[config.mk]
export PLATFORM = sky130hd
export DESIGN_NAME = c3v_back
export DESIGN_NICKNAME = d
export VERILOG_FILES = /design/src/hw/rtl/c3v_pkg.sv /design/src/hw/rtl/c3v_back.sv
export SDC_FILE = /design/constraint.sdc
export NUM_CORES = 2
export LEC_CHECK = 0
export BUFFER_PORTS_ARGS = -buffer_cell sky130_fd_sc_hd__buf_2
export CAP_MARGIN = 5
export CORE_UTILIZATION = 59
export CTS_CLUSTER_DIAMETER = 60
export DETAILED_ROUTE_END_ITERATION = 12
export PLACE_DENSITY = 0.83
export SYNTH_ARGS = -nofsm -noshare
export SYNTH_HDL_FRONTEND = slang
export SYNTH_SLANG_ARGS = --single-unit
export TNS_END_PERCENT = 10
[constraint.sdc]
create_clock -name i_clk -period 7.1 [get_ports i_clk]
set_input_delay 0.355 -clock i_clk [delete_from_list [all_inputs] [get_ports i_clk]]
set_output_delay 0.355 -clock i_clk [all_outputs]
set_load 0.01 [all_outputs]
[src/hw/rtl/c3v_pkg.sv]
// shared types, widths and helpers for the 3x3 convolution stream unit
package c3v_pkg;

    localparam int PIX_W       = 8;
    localparam int SLOT_W      = 16;
    localparam int COEF_BITS   = 16;
    localparam int ROW_REG_W   = 3 * SLOT_W;
    localparam int MAX_WIDTH   = 1024;
    localparam int LS_ADDR_W   = $clog2(MAX_WIDTH);
    localparam int COL_W       = 10;
    localparam int ROW_W       = 12;
    localparam int WIDTH_REG_W = 11;
    localparam int HGT_REG_W   = 13;
    localparam int HEIGHT_LIMIT = 4096;
    localparam int MIN_SIDE    = 3;
    localparam int WIDTH_RESET = 1024;
    localparam int HGT_RESET   = 1024;

    localparam int PROD_W      = SLOT_W + PIX_W + 1;
    localparam int PSUM_W      = PROD_W + 2;
    localparam int SUM_W       = PSUM_W + 2;
    localparam int OUT_W       = 28;
    localparam int OUT_TDATA_W = ((OUT_W + 7) / 8) * 8;

    localparam int Q_DEPTH     = 4;
    localparam int Q_PTR_W     = $clog2(Q_DEPTH);
    localparam int Q_CNT_W     = $clog2(Q_DEPTH + 1);

    localparam int CFG_IDX_W   = 3;
    localparam int CFG_DATA_W  = ROW_REG_W;

    // register indexes of the configuration port
    localparam logic [CFG_IDX_W-1:0] REG_KERNEL_TOP    = 3'd0;
    localparam logic [CFG_IDX_W-1:0] REG_KERNEL_MIDDLE = 3'd1;
    localparam logic [CFG_IDX_W-1:0] REG_KERNEL_BOTTOM = 3'd2;
    localparam logic [CFG_IDX_W-1:0] REG_IMAGE_WIDTH   = 3'd3;
    localparam logic [CFG_IDX_W-1:0] REG_IMAGE_HEIGHT  = 3'd4;

    // one 3x3 window, pix[r*3+k] is row r (oldest first), column k (leftmost first)
    typedef struct packed {
        logic [8:0][PIX_W-1:0] pix;
        logic                  last;
    } t_win_entry;

    typedef struct packed {
        logic [ROW_REG_W-1:0] top;
        logic [ROW_REG_W-1:0] middle;
        logic [ROW_REG_W-1:0] bottom;
    } t_kernel;

    // low COEF_BITS of a 16-bit slot as two's complement, sign-extended to the slot
    function automatic logic signed [SLOT_W-1:0] coef(input logic [ROW_REG_W-1:0] row_bits,
                                                      input int unsigned col);
        logic [SLOT_W-1:0]          slot;
        logic signed [COEF_BITS-1:0] c;
        slot = row_bits[col*SLOT_W +: SLOT_W];
        c    = $signed(slot[COEF_BITS-1:0]);
        return SLOT_W'(c);
    endfunction

endpackage

[src/hw/rtl/c3v_back.sv]
// back end: nine products, two adder levels and the output register
module c3v_back (
    input  logic                              i_clk,
    input  logic                              i_rst_n,
    input  c3v_pkg::t_kernel                  i_kernel,
    input  logic                              i_q_empty,
    input  c3v_pkg::t_win_entry               i_entry,
    output logic                              o_pop,
    output logic                              o_valid,
    input  logic                              i_ready,
    output logic signed [c3v_pkg::OUT_W-1:0]  o_value,
    output logic                              o_last
);

    logic signed [c3v_pkg::PROD_W-1:0] r_prod [9];
    logic signed [c3v_pkg::PROD_W-1:0] prod [9];
    logic signed [c3v_pkg::PSUM_W-1:0] r_psum [3];
    logic signed [c3v_pkg::SUM_W-1:0]  total;
    logic signed [c3v_pkg::OUT_W-1:0]  r_out;
    logic                              r_a_valid;
    logic                              r_a_last;
    logic                              r_b_valid;
    logic                              r_b_last;
    logic                              r_c_valid;
    logic                              r_c_last;
    logic                              adv;
    logic [c3v_pkg::ROW_REG_W-1:0]     krow [3];

    assign krow[0] = i_kernel.top;
    assign krow[1] = i_kernel.middle;
    assign krow[2] = i_kernel.bottom;

    // whole pipe moves unless the output beat is stuck
    assign adv   = ~r_c_valid | i_ready;
    assign o_pop = adv & ~i_q_empty;

    always_comb begin
        for (int r = 0; r < 3; r++) begin
            for (int k = 0; k < 3; k++) begin
                prod[r*3+k] = c3v_pkg::PROD_W'(c3v_pkg::coef(krow[r], k))
                            * c3v_pkg::PROD_W'($signed({1'b0, i_entry.pix[r*3+k]}));
            end
        end
    end

    assign total = c3v_pkg::SUM_W'(r_psum[0]) + c3v_pkg::SUM_W'(r_psum[1])
                 + c3v_pkg::SUM_W'(r_psum[2]);

    always_ff @(posedge i_clk) begin
        if (!i_rst_n) begin
            r_a_valid <= 1'b0;
            r_b_valid <= 1'b0;
            r_c_valid <= 1'b0;
        end else if (adv) begin
            r_a_valid <= ~i_q_empty;
            r_b_valid <= r_a_valid;
            r_c_valid <= r_b_valid;
        end
    end

    always_ff @(posedge i_clk) begin
        if (adv) begin
            for (int i = 0; i < 9; i++) begin
                r_prod[i] <= prod[i];
            end
            r_a_last <= i_entry.last;
            for (int r = 0; r < 3; r++) begin
                r_psum[r] <= c3v_pkg::PSUM_W'(r_prod[r*3]) + c3v_pkg::PSUM_W'(r_prod[r*3+1])
                           + c3v_pkg::PSUM_W'(r_prod[r*3+2]);
            end
            r_b_last <= r_a_last;
            r_out    <= total[c3v_pkg::OUT_W-1:0];
            r_c_last <= r_b_last;
        end
    end

    assign o_valid = r_c_valid;
    assign o_value = r_out;
    assign o_last  = r_c_last;

endmodule

## Yosys cells after proc, flatten, opt, wreduce, memory -nomap -nowiden

Memories as Yosys holds them, arrays and structs flattened.
Cells that the tools add are included.

| operators by class | value |
|---|---|
| add/sub/neg operators | 8 |
| bitwise operators | 4 |
| multiplexer cells | 2 |
| multipliers | 9 |

Operator list:

| kind | count |
|---|---|
| 16-bit by 9-bit multiplier with 25-bit output | 9 |
| 26-bit by 25-bit adder with 27-bit output | 3 |
| 25-bit by 25-bit adder with 26-bit output | 3 |
| 27-bit by 27-bit adder with 28-bit output | 1 |
| 28-bit by 27-bit adder with 28-bit output | 1 |
| 1-bit 2-to-1 mux | 2 |
| 1-bit NOT | 2 |
| 1-bit AND | 1 |
| 1-bit bitwise OR | 1 |

| storage, ports and cells | value |
|---|---|
| output and inout bits | 31 |
| memory bits (writable) | 306 |
| register bits | 34 |
| memories | 2 |

Memory list:

| name | depth | bits a word | read ports | clocked after Yosys merged registers in | write ports | line | text |
|---|---|---|---|---|---|---|---|
| r_prod | 9 | 25 | 9 | 0 | 9 | c3v_back.sv:15 | `logic signed [c3v_pkg::PROD_W-1:0] r_prod [9];` |
| r_psum | 3 | 27 | 3 | 0 | 3 | c3v_back.sv:17 | `logic signed [c3v_pkg::PSUM_W-1:0] r_psum [3];` |

## Longest topological paths before layout

| depth | value |
|---|---|
| depth after elaboration | 4 |
| mapped depth | 20 |
| gate-level depth less buffers | 19 |

## Worst setup path after synthesis

OpenSTA, ideal clock, no wires.

| path | value |
|---|---|
| path kind | reg2reg |
| start | register r_c_valid, in the netlist o_valid |
| end | register r_c_last, in the netlist o_last, enable pin |
| path slack | -603 ps |
| stages on the path, launching flop included | 3 |
| period minus slack after synthesis | 7,703 ps |
| setup time | 687 ps |
| data arrival time | 7,016 ps |
| cells stage by stage | dfxtp_1 nor2b_1 inv_1 |

| between the ends | value |
|---|---|
| word-level cells in the longest chain between the ends | 2 |

Ends and longest elaborated chain:

| element | line | text |
|---|---|---|
| start: declaration | c3v_back.sv:24 | `logic r_c_valid;` |
| start signal: assignment | c3v_back.sv:57 | `r_c_valid <= r_b_valid;` |
| 1-bit NOT | c3v_back.sv:34 | `assign adv = ~r_c_valid \| i_ready;` |
| 1-bit bitwise OR | c3v_back.sv:34 |  |
| end signal: assignment | c3v_back.sv:73 | `r_c_last <= r_b_last;` |
| end: declaration | c3v_back.sv:25 | `logic r_c_last;` |

Every way passes these cells.
A chain may end at the register's enable or synchronous reset.

==> results.txt <==
----------------------------------------------------
[STA]
  Min cycle time layout ... about 4.9 ns
  Slew at the pin closest to its max-slew limit ... ~1.2 ns
  Hold Fails Final Rpt ... 0
  Setup Viol. Count Final ... 0
  Unrepaired setup endpoints after global routing ... false
  Remaining max-slew budget at the tightest pin ... 0.2297
  Post-route fraction of the period consumed by the critical path ... 0.6907
  Top achievable clock speed ... ~200 MHz
  Post-route setup TNS ... 0 ns
  Layout Skew ... between 0.02 and 0.03 ns
  Max-slew violation count ... 0

[Clock tree]
  CTS tree ... built
  H-tree depth ... 2
  Clock Latency Late Sink ... 0.56 ns
  TritonCTS sink count ... 340
  Worst-case clock buffer depth ... 3
  Count of instances resized after the clock tree is built ... 0
  Clock buffer count from CTS ... 40
  Buffer cell driving the clock tree root ... sky130_fd_sc_hd__clkbuf_16
  Clock-pin slew on the worst setup and hold paths ... 0.06 ns

[Logic synthesis]
  Adder-cell share of the synthesized area ... 0.4702
  Compound-cell area share of the yosys netlist ... 0.07387
  Yosys reg bits ... 340
  Net count of the mapped netlist ... about 8000
  EDFF count, synth ... ~340
  Portion of netlist area occupied by mux cells ... 0.0008590
  Netlist area before placement ... between 0.05 and 0.06 mm²
  Post-synthesis cell type with the largest combined area ... sky130_fd_sc_hd__fa_1
  Largest family of logic cells by synthesized area ... adder cells
  Synthesized area per cell ... roughly 10 µm²
  Simple logic cell fraction of the synthesized area ... 0.1407
  Proportion of synthesized flip-flops having asynchronous set or reset ... 0
  Count of yosys warnings during synthesis ... 0
  Top cells by area, synth ... sky130_fd_sc_hd__fa_1, sky130_fd_sc_hd__edfxtp_1, sky130_fd_sc_hd__ha_1
  Leading register cell type out of synthesis ... sky130_fd_sc_hd__edfxtp_1
  Distinct cell type count of the synthesized netlist ... between 70 and 80
  Gate count after technology mapping ... about 6000
  Sequential cell area fraction in the yosys report ... 0.1747
  Fraction of synthesized cell area in xor and xnor cells ... 0.04314
  Proportion of netlist area held by the largest area contributor ... 0.3518

[Die]
  I/O pin count ... roughly 250
  Placeable Area ... just under 0.1 mm²
  Overall die height ... around 320 µm
  Horizontal die dimension ... ~320 µm
  Cell Rows ... approximately 110
  Floorplan die area ... between 0.1 and 0.15 mm²
  Starting Density ... 0.5989

[Setup path]
  Slowest stage cell on the critical path ... sky130_fd_sc_hd__fa_1
  Cell-by-cell trace of the critical path ... buf_2 -> nand2_1 -> fa_1 -> inv_1 -> fa_1 -> fa_1 -> inv_1 -> fa_1 -> inv_1 -> ha_1 -> and3_1 -> o21ai_1 -> o211ai_1 -> nand3_1 -> nor4_1 -> o31ai_1 -> or4b_1 -> o211ai_1
  Count of cells along the worst register-to-register path ... 12
  Number of buffers and inverters on the critical path ... 4
  Arrival @ worst endpoint ... 5.30 ns
  Setup CP Type ... input port to register
  Worst Setup SP ... i_entry[33]
  RR Startpoint ... r_psum[0][1]
  Worst stage delay on the critical path ... 0.59 ns
  Worst reg2reg setup slack ... between 3 and 4 ns
  End of the worst register-to-register path ... o_value[23]
  Crit path max fanout ... 16
  Cell family with most CP delay ... adder cells
  Req. time, crit path ... 7.50 ns
  CP dominant cell by count ... sky130_fd_sc_hd__fa_1
  Crit path capture type ... register
  Startpoint types ... input port

[Detailed routing]
  Wirelength per Cell ... 17.41 µm
  DRT iter0 DRCs ... 2787
  Via Count ... about 41000
  Number of vias per cell ... between 5 and 6
  DRC viols ... 0
  Wire length after detailed routing ... between 100000 and 150000 µm
  ANT nets after route ... 0
  Length of the first detailed-routing pass in iterations ... 6

[Global routing]
  Number of global-route vias before repair ... 43678
  Antenna violations before repair ... 25
  Global route total overflow ... 0
  Overall Global Routing Usage ... 0.2755
  Global-route wire length before repair ... 219800 µm
  Largest net degree at the start of global routing ... roughly 190

[Worst hold path]
  Worst hold stages ... 2
  Worst hold-check path type ... input port to register
  Startpoint of the tightest hold check path ... i_rst_n
  Hold Path Sink ... o_valid

[Place]
  Number of I/O port buffers ... around 250
  Global placer's final weighted congestion ... ~0.91
  Detailed placer's ending HPWL ... between 100000 and 150000 µm

[Layout]
  Syn-to-layout area delta ... 6.812%
  Top library cells by usage in the layout, fill and taps aside ... sky130_fd_sc_hd__inv_1, sky130_fd_sc_hd__fa_1, sky130_fd_sc_hd__and2_1, sky130_fd_sc_hd__nand2_1, sky130_fd_sc_hd__ha_1
  Layout cell share with drive strength beyond 1 ... 0.05453
  NumNets Final ... 7982
  Most common cell after layout, fill and taps aside ... sky130_fd_sc_hd__inv_1

[Status]
  Outcome ... finished clean

[Flow run]
  Max-cap violations ... 0

----------------------------------------------------
==> logic make-up after synthesis <==
family,count (synthesis)
AOI/OAI and AO/OA,654
xor gates and xnor gates,287
adders and majority gates,1575
buffers and inverters,1499
DFF,340
muxes,5
and+or+nand+nor,1618
==> cells in the mapped netlist, types with 19 or more instances <==
cell                          n
sky130_fd_sc_hd__a21o_1     109
sky130_fd_sc_hd__a21oi_1    202
sky130_fd_sc_hd__a31oi_1     23
sky130_fd_sc_hd__and2_1     650
sky130_fd_sc_hd__clkbuf_1    88
sky130_fd_sc_hd__edfxtp_1   337
sky130_fd_sc_hd__fa_1      1024
sky130_fd_sc_hd__ha_1       551
sky130_fd_sc_hd__inv_1     1410
sky130_fd_sc_hd__nand2_1    606
sky130_fd_sc_hd__nand2b_1    27
sky130_fd_sc_hd__nand3_1     58
sky130_fd_sc_hd__nand4_1     19
sky130_fd_sc_hd__nor2_1     127
sky130_fd_sc_hd__nor2b_1     30
sky130_fd_sc_hd__nor3_1      51
sky130_fd_sc_hd__o211ai_1    24
sky130_fd_sc_hd__o21a_1      33
sky130_fd_sc_hd__o21ai_0     81
sky130_fd_sc_hd__o21ai_1     26
sky130_fd_sc_hd__o21bai_1    40
sky130_fd_sc_hd__xnor2_1    208
sky130_fd_sc_hd__xor2_1      79
==> sequential cells by signal, summed over array words and instances, names as in the netlist <==
register,count
o_valid,1
o_last,1
r_prod,225
r_a_last,1
r_psum,81
o_value,28
r_a_valid,1
r_b_last,1
r_b_valid,1
==> final cells by class <==
cell class                      count  area, µm²
Antenna cell                       13      32.53
Clock buffer                       45       1041
Clock inverter                     28      327.8
Fill cell                        7660      35050
Inverter                         1410       5296
Multi-Input combinational cell   4139      42460
Sequential cell                   340      10180
Tap cell                         1276       1597
Timing Repair Buffer              255       1301
==> metrics by stage <==
stage	hold WS, ns	worst slack, ns	util	instance area (µm²)	instances
2_1_floorplan	0.4003	0.7830	-	58270	5978
3_3_place_gp	0.4029	1.764	0.6252	60820	7419
3_5_place_dp	0.4074	1.677	0.6252	60820	7419
4_1_cts	0.02967	2.248	0.6394	62200	7493
5_1_grt	0.05469	1.977	0.6397	62230	7505
6_report	0.06038	2.196	0.6397	62230	7506
==> what timing repair did <==
| action | CTS | global route |
|---|---|---|
| hold endpoints to repair | 1 | 0 |
| endpoints found under the setup margin | 0 | 0 |
| hold buffers | 1 | 0 |
| setup buffers | 0 | 0 |
==> metal layers <==
metal	GRT usage	wire [µm]	up-vias
met5	0	39	-
met4	0.09495	4762	6
met3	0.03224	7936	238
met2	0.4698	64700	1262
met1	0.3662	53240	20873
li1	-	-	18977
==> worst register-to-register path, stage by stage, from the launching register on <==
cell and delay, ns:
sky130_fd_sc_hd__edfxtp_1 0.41, sky130_fd_sc_hd__fa_1 0.55, sky130_fd_sc_hd__ha_1 0.16, sky130_fd_sc_hd__inv_1 0.06
sky130_fd_sc_hd__fa_1 0.45, sky130_fd_sc_hd__nor2b_1 0.18, sky130_fd_sc_hd__o31a_1 0.22, sky130_fd_sc_hd__nor3_1 0.12
sky130_fd_sc_hd__o311ai_1 0.41, sky130_fd_sc_hd__nand2_1 0.22, sky130_fd_sc_hd__or3_1 0.41, sky130_fd_sc_hd__o21a_1 0.20
sky130_fd_sc_hd__xnor2_1 0.34
==> worst max-delay path by stage <==
stage	endpoint	slack (ns)	depth (start not counted)
4_1_cts	r_prod[0][123]	2.25	18
5_1_grt	r_prod[0][73]	1.98	17
2_1_floorplan	o_last	0.78	2
3_5_place_dp	r_prod[0][123]	1.68	18
6_report	r_prod[0][123]	2.20	18
3_3_place_gp	r_prod[0][124]	1.76	17
Power is left out: the tool's default activity adds up to more than one toggle a clock period on the data nets, which glitch-free logic cannot reach.
