--- config.mk ---
export PLATFORM = sky130hd
export DESIGN_NAME = c3v_queue
export DESIGN_NICKNAME = d
export VERILOG_FILES = /design/src/hw/rtl/c3v_pkg.sv /design/src/hw/rtl/c3v_queue.sv
export SDC_FILE = /design/constraint.sdc
export NUM_CORES = 1
export LEC_CHECK = 0
export ABC_AREA = 1
export BUFFER_PORTS_ARGS = -buffer_cell sky130_fd_sc_hd__buf_2
export CAP_MARGIN = 20
export CORE_ASPECT_RATIO = 0.75
export CORE_MARGIN = 4
export CORE_UTILIZATION = 30
export CTS_BUF_LIST = sky130_fd_sc_hd__clkbuf_8
export CTS_CLUSTER_DIAMETER = 30
export CTS_CLUSTER_SIZE = 25
export DETAILED_ROUTE_END_ITERATION = 12
export SYNTH_ARGS = -nofsm -noshare
export SYNTH_HDL_FRONTEND = slang
export SYNTH_SLANG_ARGS = --single-unit
export TNS_END_PERCENT = 50
--- constraint.sdc ---
create_clock -name i_clk -period 2.8 [get_ports i_clk]
set_clock_uncertainty 0.05 [all_clocks]
set_input_delay 0.14 -clock i_clk [delete_from_list [all_inputs] [get_ports i_clk]]
set_output_delay 0.14 -clock i_clk [all_outputs]
set_load 0.01 [all_outputs]
--- src/hw/rtl/c3v_pkg.sv ---
// shared types, widths and helpers for the 3x3 convolution stream unit
package c3v_pkg;

    localparam int PIX_W       = 8;
    localparam int SLOT_W      = 16;
    localparam int COEF_BITS   = 16;
    localparam int ROW_REG_W   = 3 * SLOT_W;
    localparam int MAX_WIDTH   = 1024;
    localparam int LS_ADDR_W   = $clog2(MAX_WIDTH);
    localparam int COL_W       = 10;
    localparam int ROW_W       = 12;
    localparam int WIDTH_REG_W = 11;
    localparam int HGT_REG_W   = 13;
    localparam int HEIGHT_LIMIT = 4096;
    localparam int MIN_SIDE    = 3;
    localparam int WIDTH_RESET = 1024;
    localparam int HGT_RESET   = 1024;

    localparam int PROD_W      = SLOT_W + PIX_W + 1;
    localparam int PSUM_W      = PROD_W + 2;
    localparam int SUM_W       = PSUM_W + 2;
    localparam int OUT_W       = 28;
    localparam int OUT_TDATA_W = ((OUT_W + 7) / 8) * 8;

    localparam int Q_DEPTH     = 4;
    localparam int Q_PTR_W     = $clog2(Q_DEPTH);
    localparam int Q_CNT_W     = $clog2(Q_DEPTH + 1);

    localparam int CFG_IDX_W   = 3;
    localparam int CFG_DATA_W  = ROW_REG_W;

    // register indexes of the configuration port
    localparam logic [CFG_IDX_W-1:0] REG_KERNEL_TOP    = 3'd0;
    localparam logic [CFG_IDX_W-1:0] REG_KERNEL_MIDDLE = 3'd1;
    localparam logic [CFG_IDX_W-1:0] REG_KERNEL_BOTTOM = 3'd2;
    localparam logic [CFG_IDX_W-1:0] REG_IMAGE_WIDTH   = 3'd3;
    localparam logic [CFG_IDX_W-1:0] REG_IMAGE_HEIGHT  = 3'd4;

    // one 3x3 window, pix[r*3+k] is row r (oldest first), column k (leftmost first)
    typedef struct packed {
        logic [8:0][PIX_W-1:0] pix;
        logic                  last;
    } t_win_entry;

    typedef struct packed {
        logic [ROW_REG_W-1:0] top;
        logic [ROW_REG_W-1:0] middle;
        logic [ROW_REG_W-1:0] bottom;
    } t_kernel;

    // low COEF_BITS of a 16-bit slot as two's complement, sign-extended to the slot
    function automatic logic signed [SLOT_W-1:0] coef(input logic [ROW_REG_W-1:0] row_bits,
                                                      input int unsigned col);
        logic [SLOT_W-1:0]          slot;
        logic signed [COEF_BITS-1:0] c;
        slot = row_bits[col*SLOT_W +: SLOT_W];
        c    = $signed(slot[COEF_BITS-1:0]);
        return SLOT_W'(c);
    endfunction

endpackage

--- src/hw/rtl/c3v_queue.sv ---
// short window queue between front end and multiply-accumulate back end
module c3v_queue (
    input  logic                        i_clk,
    input  logic                        i_rst_n,
    input  logic                        i_push,
    input  c3v_pkg::t_win_entry         i_entry,
    input  logic                        i_pop,
    output logic                        o_empty,
    output c3v_pkg::t_win_entry         o_entry,
    output logic [c3v_pkg::Q_CNT_W-1:0] o_count
);

    c3v_pkg::t_win_entry             r_mem [c3v_pkg::Q_DEPTH];
    logic [c3v_pkg::Q_PTR_W-1:0]     r_wptr;
    logic [c3v_pkg::Q_PTR_W-1:0]     r_rptr;
    logic [c3v_pkg::Q_CNT_W-1:0]     r_count;
    logic                            do_pop;

    assign o_empty = r_count == '0;
    assign do_pop  = i_pop & ~o_empty;

    always_ff @(posedge i_clk) begin
        if (!i_rst_n) begin
            r_wptr  <= '0;
            r_rptr  <= '0;
            r_count <= '0;
        end else begin
            if (i_push) begin
                r_wptr <= r_wptr + 1'b1;
            end
            if (do_pop) begin
                r_rptr <= r_rptr + 1'b1;
            end
            r_count <= r_count + c3v_pkg::Q_CNT_W'(i_push) - c3v_pkg::Q_CNT_W'(do_pop);
        end
    end

    always_ff @(posedge i_clk) begin
        if (i_push) begin
            r_mem[r_wptr] <= i_entry;
        end
    end

    assign o_entry = r_mem[r_rptr];
    assign o_count = r_count;

endmodule

; Yosys cells after proc, flatten, opt, wreduce, memory -nomap -nowiden
; Memory sizes are Yosys's and may differ from the RTL's. A register that Yosys moved wholly into a read port is not among the register bits.
; Index checks and enable logic that the tools add are counted.
[totals]
input_bits = 77
mem_count = 1
mem_bits_rw = 292
reg_bits = 7
out_inout_bits = 77
word_cells = 15
[op_classes]
reduce_logical = 1
bitwise = 2
muxes = 4
n_addsub = 4
[memory_table]
columns = memory, depth, word_bits, rd, rd_ports_with_merged_regs, write_ports, line_no
row1 = r_mem, 4, 73, 1, 1, 1, c3v_queue.sv:13  ; c3v_pkg::t_win_entry r_mem [c3v_pkg::Q_DEPTH];
[op_table]
columns = cell, count
row1 = $add 2x1->2 const B, 2
row2 = $mux 2, 2
row3 = $add 3x1->3, 1
row4 = $logic_not 3->1, 1
row5 = $sub 3x1->3, 1
row6 = $mux 1, 2
row7 = $and 1x1->1, 1
row8 = $not 1->1, 1

; Logic depth before layout (Yosys ltp)
; Gate-level depths: netlist of the first run.
[depth]
ltp_word = 5
depth_mapped = 12
depth_no_buf = 12

; Worst setup path before layout of the first run
; OpenSTA, ideal clock, no wires.
[synth_path]
path_kind = reg2reg
startpoint = register r_wptr[0] in the netlist's numbering
endpoint = memory r_mem[2][0] in the netlist's numbering (enable)
setup_slack_ns = 0.319
period_less_slack_ns = 2.481
path_stages_with_launch = 5
setup_ns = 0.427
path_buffers = 0
t_arrival_ns = 2.004
required_time_ns = 2.323
cell_sequence = dfxtp_1 inv_1 ha_1 nand2_1 inv_1
[synth_rtl]
columns = element, line_no
row1 = start: declaration, c3v_queue.sv:14  ; logic [c3v_pkg::Q_PTR_W-1:0] r_wptr;
row2 = start signal: assignment, c3v_queue.sv:29  ; r_wptr <= r_wptr + 1'b1;
row3 = end: declaration, c3v_queue.sv:13
; Straight into the memory's write port.

==> results.md, run 1 <==
- IO Pins: 154
- DRC violations left: 0
- Max-cap violation count: 0
- Initial DRC count: 515
- Die width: 232 um
- Wire per inst: 16.8 um
- Met3 WL: 1.67 mm
- Most frequent cells in the layout: edfxtp_1, nor2_1, buf_2
- Clock sink count: 301
- TritonCTS clock tree: done
- Reg-to-reg slack, setup: 0.73 ns
- Total power: 12.0 mW
- Post-route setup TNS: 0 ns
- Clk_lat worst skew: 0.58 ns
- Arr. time, crit path: 2.38 ns
- Synth Warn #: 0
- Met2 wire length: 12.8 mm
- Post-synthesis cell type count: 19
- Unrepaired setup endpoints after global routing: no
- Critical Path End Type: output port
- DR top layer: met4
- VDD IR-drop max: 0.405 mV
- Simple-gate area share of the yosys netlist: 0.0558
- Synth area leader: edfxtp_1
- Fin crit period: 2.57 ns
- Max Slew Vio Count: 0
- Critical Path RT: 2.61 ns
- Post-DP HPWL: 14.8 mm
- GRT overflow: 0
- Syn-to-layout area delta: 28.4%
- Fin nets: 1101
- Root Buffer: clkbuf_8
- Period utilization: 0.917
- Syn nets: 850
- Core Area: 37100 um2
- H-tree depth: 2
- Global-route wire length before repair: 40.6 mm
- Synth top area share: 0.777
- Post-DRT Antenna Nets: 0
- Synthesis-stage register bit count: 301
- Reg2Reg Depth: 11
- Hold endpoint: r_mem[3][12]$_DFFE_PP_
- Final wirelength: 26.3 mm
- Post-Synth XOR/XNOR Area: 0
- Main combinational cell family by area after synthesis: compound AO/OA/AOI/OAI gates
- Maximum fanout along the worst path: 73
- Post-synthesis adder-cell area fraction: 0.00842
- R2r startpoint: o_count[1]$_SDFF_PN0_
- WHS Path Cells: 2
- Via count: 7019
- # diodes: 0
- Sequential cell area fraction in the yosys report: 0.793
- Tightest Hold Check Type: input port to flip-flop
- Post-synthesis mux area share: 0
- DIE AREA: 40800 um2
- Worst R2R End: o_count[2]$_SDFF_PN0_
- Top cells by area, synth: edfxtp_1, nor2_1, o22ai_1
- Placer's final routability congestion estimate: 0.669
- Worst-margin pin slew: 0.820 ns
- Final hold vios: 0
- CTS Buf Count: 53
- Post-synthesis instance total: 766
- CP Class: flip-flop to output port
- DIE HEIGHT: 176 um
- Commonest non-fill, non-tap cell in the layout: edfxtp_1
- Port bufs: 153
- Fill cells: 3582
- Fmax: 0.389 GHz
- Startpoint Class: flip-flop
- Share of cells above drive strength 1: 0.255
- Worst Hold Launch: i_entry[12]
- Cell Area, Synth: 11300 um2
- Largest net degree at the start of global routing: 81
- Total Routing Usage GR: 0.128
- Vias in the first global route: 7143
- Endpoints failing setup: 0
- Vias per cell: 4.48
- Static leakage: 5.12 nW
- M1 WL: 11.3 mm
- Drt first pass iters: 4
- Antenna violations before repair: 0
- Initial Util: 0.304
- Power density over the cells: 828 nW/um2
- Clock Tree Buf Depth: 3
- Worst-path clk slew: 0.07 ns
- Num rows: 61
- Syn avg cell area: 14.7 um2
- Max_slew headroom: 0.453
- Compound-gate portion of the synthesized area: 0.108
- Status: complete, no violations
[sequential cells by signal, indices dropped and copies added (netlist names), named ones only]
name     count
r_mem      292
o_count      3
r_rptr       2
r_wptr       2
[synth_stat cells]
master    instances
a21oi_1           5
buf_2             4
buf_4            10
buf_6            13
clkbuf_1         16
clkbuf_2          4
clkinv_1          1
dfxtp_1           9
edfxtp_1        292
fa_1              1
ha_1              6
inv_1            16
inv_4             1
nand2_1          12
nand3_1           2
nor2_1          153
o21ai_0          81
o21ai_1          67
o22ai_1          73
[critical path, cell delays in order (launching register included)]
cell and delay, ns:
dfxtp_2 0.34, buf_4 0.64, o21ai_0 0.21, o22ai_1 0.38, buf_2 0.21
[layout make-up]
class                      count  area, um2  area share
timing repair buffer         243       1730       0.119
sequential                   301       8950       0.618
inverter                      18       75.1     0.00518
clock buffer                  53        729      0.0503
clock inverter                46        429      0.0296
multi-input combinational    400       1950       0.134
tap                          504        631      0.0435
[routing by layer]
| metal | vias up | global-route usage |
|---|---|---|
| met4 | 0 | 0.0366 |
| met1 | 3366 | 0.165 |
| met3 | 40 | 0.0331 |
| li1 | 3404 | - |
| met2 | 209 | 0.214 |
| met5 | - | 0 |
[timing repair]
item / CTS / global route
hold buffers: 76 / 0
hold endpoints to repair: 301 / 0
setup buffers: 0 / 0
resized for setup: 0 / 0
[worst max-delay path by stage]
| stage | from | cells after the start | slack, ns | end |
|---|---|---|---|---|
| 6_report | flip-flop | 4 | 0.23 | o_entry[18] |
| 5_1_grt | flip-flop | 4 | 0.06 | o_entry[64] |
| 4_1_cts | flip-flop | 4 | 0.20 | o_entry[18] |
| 3_5_place_dp | o_count[1]$_SDFF_PN0_ | 11 | 0.78 | o_count[2]$_SDFF_PN0_ |
| 3_3_place_gp | o_count[1]$_SDFF_PN0_ | 11 | 0.81 | o_count[2]$_SDFF_PN0_ |
| 2_1_floorplan | r_wptr[0]$_SDFFE_PN0P_ | 4 | 0.32 | r_mem[2][0]$_DFFE_PP_ |
[stage by stage]
stage / util / hold slack, ns / instance area (um2) / cells / worst slack [ns]
2_1_floorplan: - / 0.188 / 11300 / 766 / 0.319
3_3_place_gp: 0.339 / 0.307 / 12600 / 1390 / 0.811
3_5_place_dp: 0.339 / 0.307 / 12600 / 1390 / 0.781
4_1_cts: 0.391 / 0.184 / 14500 / 1565 / 0.199
5_1_grt: 0.391 / 0.209 / 14500 / 1565 / 0.0650
6_report: 0.391 / 0.242 / 14500 / 1565 / 0.232
[logic make-up after synthesis]
family	count (synthesis)
and+or+nand+nor	167
DFF	301
adders and majority gates	7
AOI/OAI and AO/OA	226
buffers and inverters	65
[where the power goes]
part           leakage, nW  total [mW]  switching, mW  internal [mW]
clock                0.565        4.27           2.13           2.14
sequential            2.76        5.23         0.0605           5.17
combinational         1.80        2.49           1.61          0.880
No activity file was read; power rests on OpenSTA's default activity.
==> run 2, diff against run 1 <==
--- a/config.mk
+++ b/config.mk
@@ -11,7 +11,7 @@
 export CORE_ASPECT_RATIO = 0.75
 export CORE_MARGIN = 4
 export CORE_UTILIZATION = 30
-export CTS_BUF_LIST = sky130_fd_sc_hd__clkbuf_8
+export CTS_BUF_LIST = sky130_fd_sc_hd__clkbuf_4
 export CTS_CLUSTER_DIAMETER = 30
 export CTS_CLUSTER_SIZE = 25
 export DETAILED_ROUTE_END_ITERATION = 12
==> run 2 against run 1 <==
Compared with the run above: clock-buffer cell count unchanged; fmax up 1.0%; combinational power about the same; total power shrank 8.0%; design area decreased by 2.3%; critical path depth unchanged; critical path type unchanged; highest routed layer unchanged; first-iteration DRC count is 20% lower; clock power shrank 22%; cell count hardly changed; sequential cell count stayed put; via count increased by 0.38%.
==> results.md, run 2 (synthesized netlist as in run 1, its figures left out) <==
- Hold_ws: 0.120 ns
- Fin crit period: 2.54 ns
- Clk_lat worst skew: 0.68 ns
- Sw frac: 0.332
- Fmax: 0.393 GHz
- Initial Util: 0.304
- VDD IR-drop max: 0.378 mV
- Largest net degree at the start of global routing: 81
- Critical Path RT: 2.61 ns
- # diodes: 0
- GRT overflow: 0
- Vias in the first global route: 7135
- Post-route setup TNS: 0 ns
- Critical Path End Type: output port
- Endpoints failing setup: 0
- Reg-to-reg slack, setup: 0.29 ns
- CTS Buf Count: 53
- Num rows: 61
- H-tree depth: 2
- Arr. time, crit path: 2.35 ns
- Clock sink count: 301
- Die width: 232 um
- Register share of total power: 0.473
- Wire per inst: 16.7 um
- Fin nets: 1102
- Final wirelength: 26.1 mm
- Via count: 7046
- TritonCTS clock tree: done
- Most frequent cells in the layout: edfxtp_1, nor2_1, buf_2
- Logic pwr share: 0.226
- Syn-to-layout area delta: 25.5%
- Power density over the cells: 779 nW/um2
- Status: complete, no violations
- Vias per cell: 4.50
- Static leakage: 4.99 nW
- Period utilization: 0.908
- Clock Tree Buf Depth: 3
- IO Pins: 154
- Core Area: 37100 um2
- Worst-path clk slew: 0.11 ns
- Commonest non-fill, non-tap cell in the layout: edfxtp_1
- Placer's final routability congestion estimate: 0.669
- Psw: 3.66 mW
- Max Slew Vio Count: 0
- Startpoint Class: flip-flop
- Largest register by flop count: r_mem
- DIE HEIGHT: 176 um
- Unrepaired setup endpoints after global routing: no
- Global-route wire length before repair: 40.3 mm
- Post-DRT Antenna Nets: 0
- Max-cap violation count: 0
- DIE AREA: 40800 um2
- Port bufs: 153
- Clock power share: 0.301
- Tightest Hold Check Type: input port to flip-flop
- Share of cells above drive strength 1: 0.255
- Pint: 7.38 mW
- Post-DP HPWL: 14.8 mm
- Final hold vios: 0
- Max FFs per register: 292
- Antenna violations before repair: 0
- DRC violations left: 0
- Drt first pass iters: 4
- Worst-margin pin slew: 0.683 ns
- Maximum fanout along the worst path: 66
- Max_slew headroom: 0.545
- CP Class: flip-flop to output port
- Total Routing Usage GR: 0.127
- Initial DRC count: 410
- Root Buffer: clkbuf_4
## run 2: per-layer routing
metal | share of wire | global-route usage | vias up
met5 | 0 | 0 | -
met4 | 0.016 | 0.0334 | 0
met3 | 0.064 | 0.0329 | 36
met2 | 0.49 | 0.213 | 206
met1 | 0.43 | 0.164 | 3378
li1 | - | - | 3426
## run 2: worst paths after layout
kind,start,endpoint,cells after the start
hold / removal,i_entry[12],r_mem[3][12]$_DFFE_PP_,2
setup / recovery,flip-flop,o_entry[42],4
hold reg to reg,r_rptr[1]$_SDFFE_PN0P_,flip-flop,2
setup reg to reg,o_count[1]$_SDFF_PN0_,o_count[1]$_SDFF_PN0_,11
## run 2: layout make-up
| type | instances | area [um2] |
|---|---|---|
| fill | 3626 | 22900 |
| clock inverter | 46 | 418 |
| tap | 504 | 631 |
| timing repair buffer | 244 | 1750 |
| clock buffer | 53 | 398 |
| sequential | 301 | 8950 |
| multi-input combinational | 400 | 1950 |
| inverter | 18 | 75.1 |
## run 2: power groups by stage
stage                     Combinational [mW]  Sequential, mW  Clock, mW
after floorplan                         1.53            5.33          0
after global placement                  2.43            5.32          0
after detailed placement                2.45            5.33          0
after CTS                               2.56            5.22       3.45
after global routing                    2.80            5.24       3.68
final                                   2.50            5.22       3.32
## run 2: stage by stage
step	area, um2	util	cells	worst slack, ns	power [mW]
floorplan	11300	-	766	0.319	6.86
global placement	12600	0.339	1390	0.811	7.75
detailed placement	12600	0.339	1390	0.781	7.78
CTS	14200	0.382	1566	0.0592	11.2
global route	14200	0.382	1566	0.0364	11.7
finish	14200	0.382	1566	0.259	11.0
## run 2: what timing repair did
| action | in CTS | in global routing |
|---|---|---|
| endpoints found under the hold margin | 301 | 0 |
| buffers inserted | 0 | 0 |
| hold buffers | 77 | 0 |
| setup endpoints to repair | 0 | 17 |
| resized for setup | 0 | 1 |
## run 2: critical path, cell delays in order (launching register included)
cell     delay [ns]
dfxtp_4        0.39
buf_4          0.52
o21ai_0        0.21
o22ai_1        0.30
buf_2          0.19
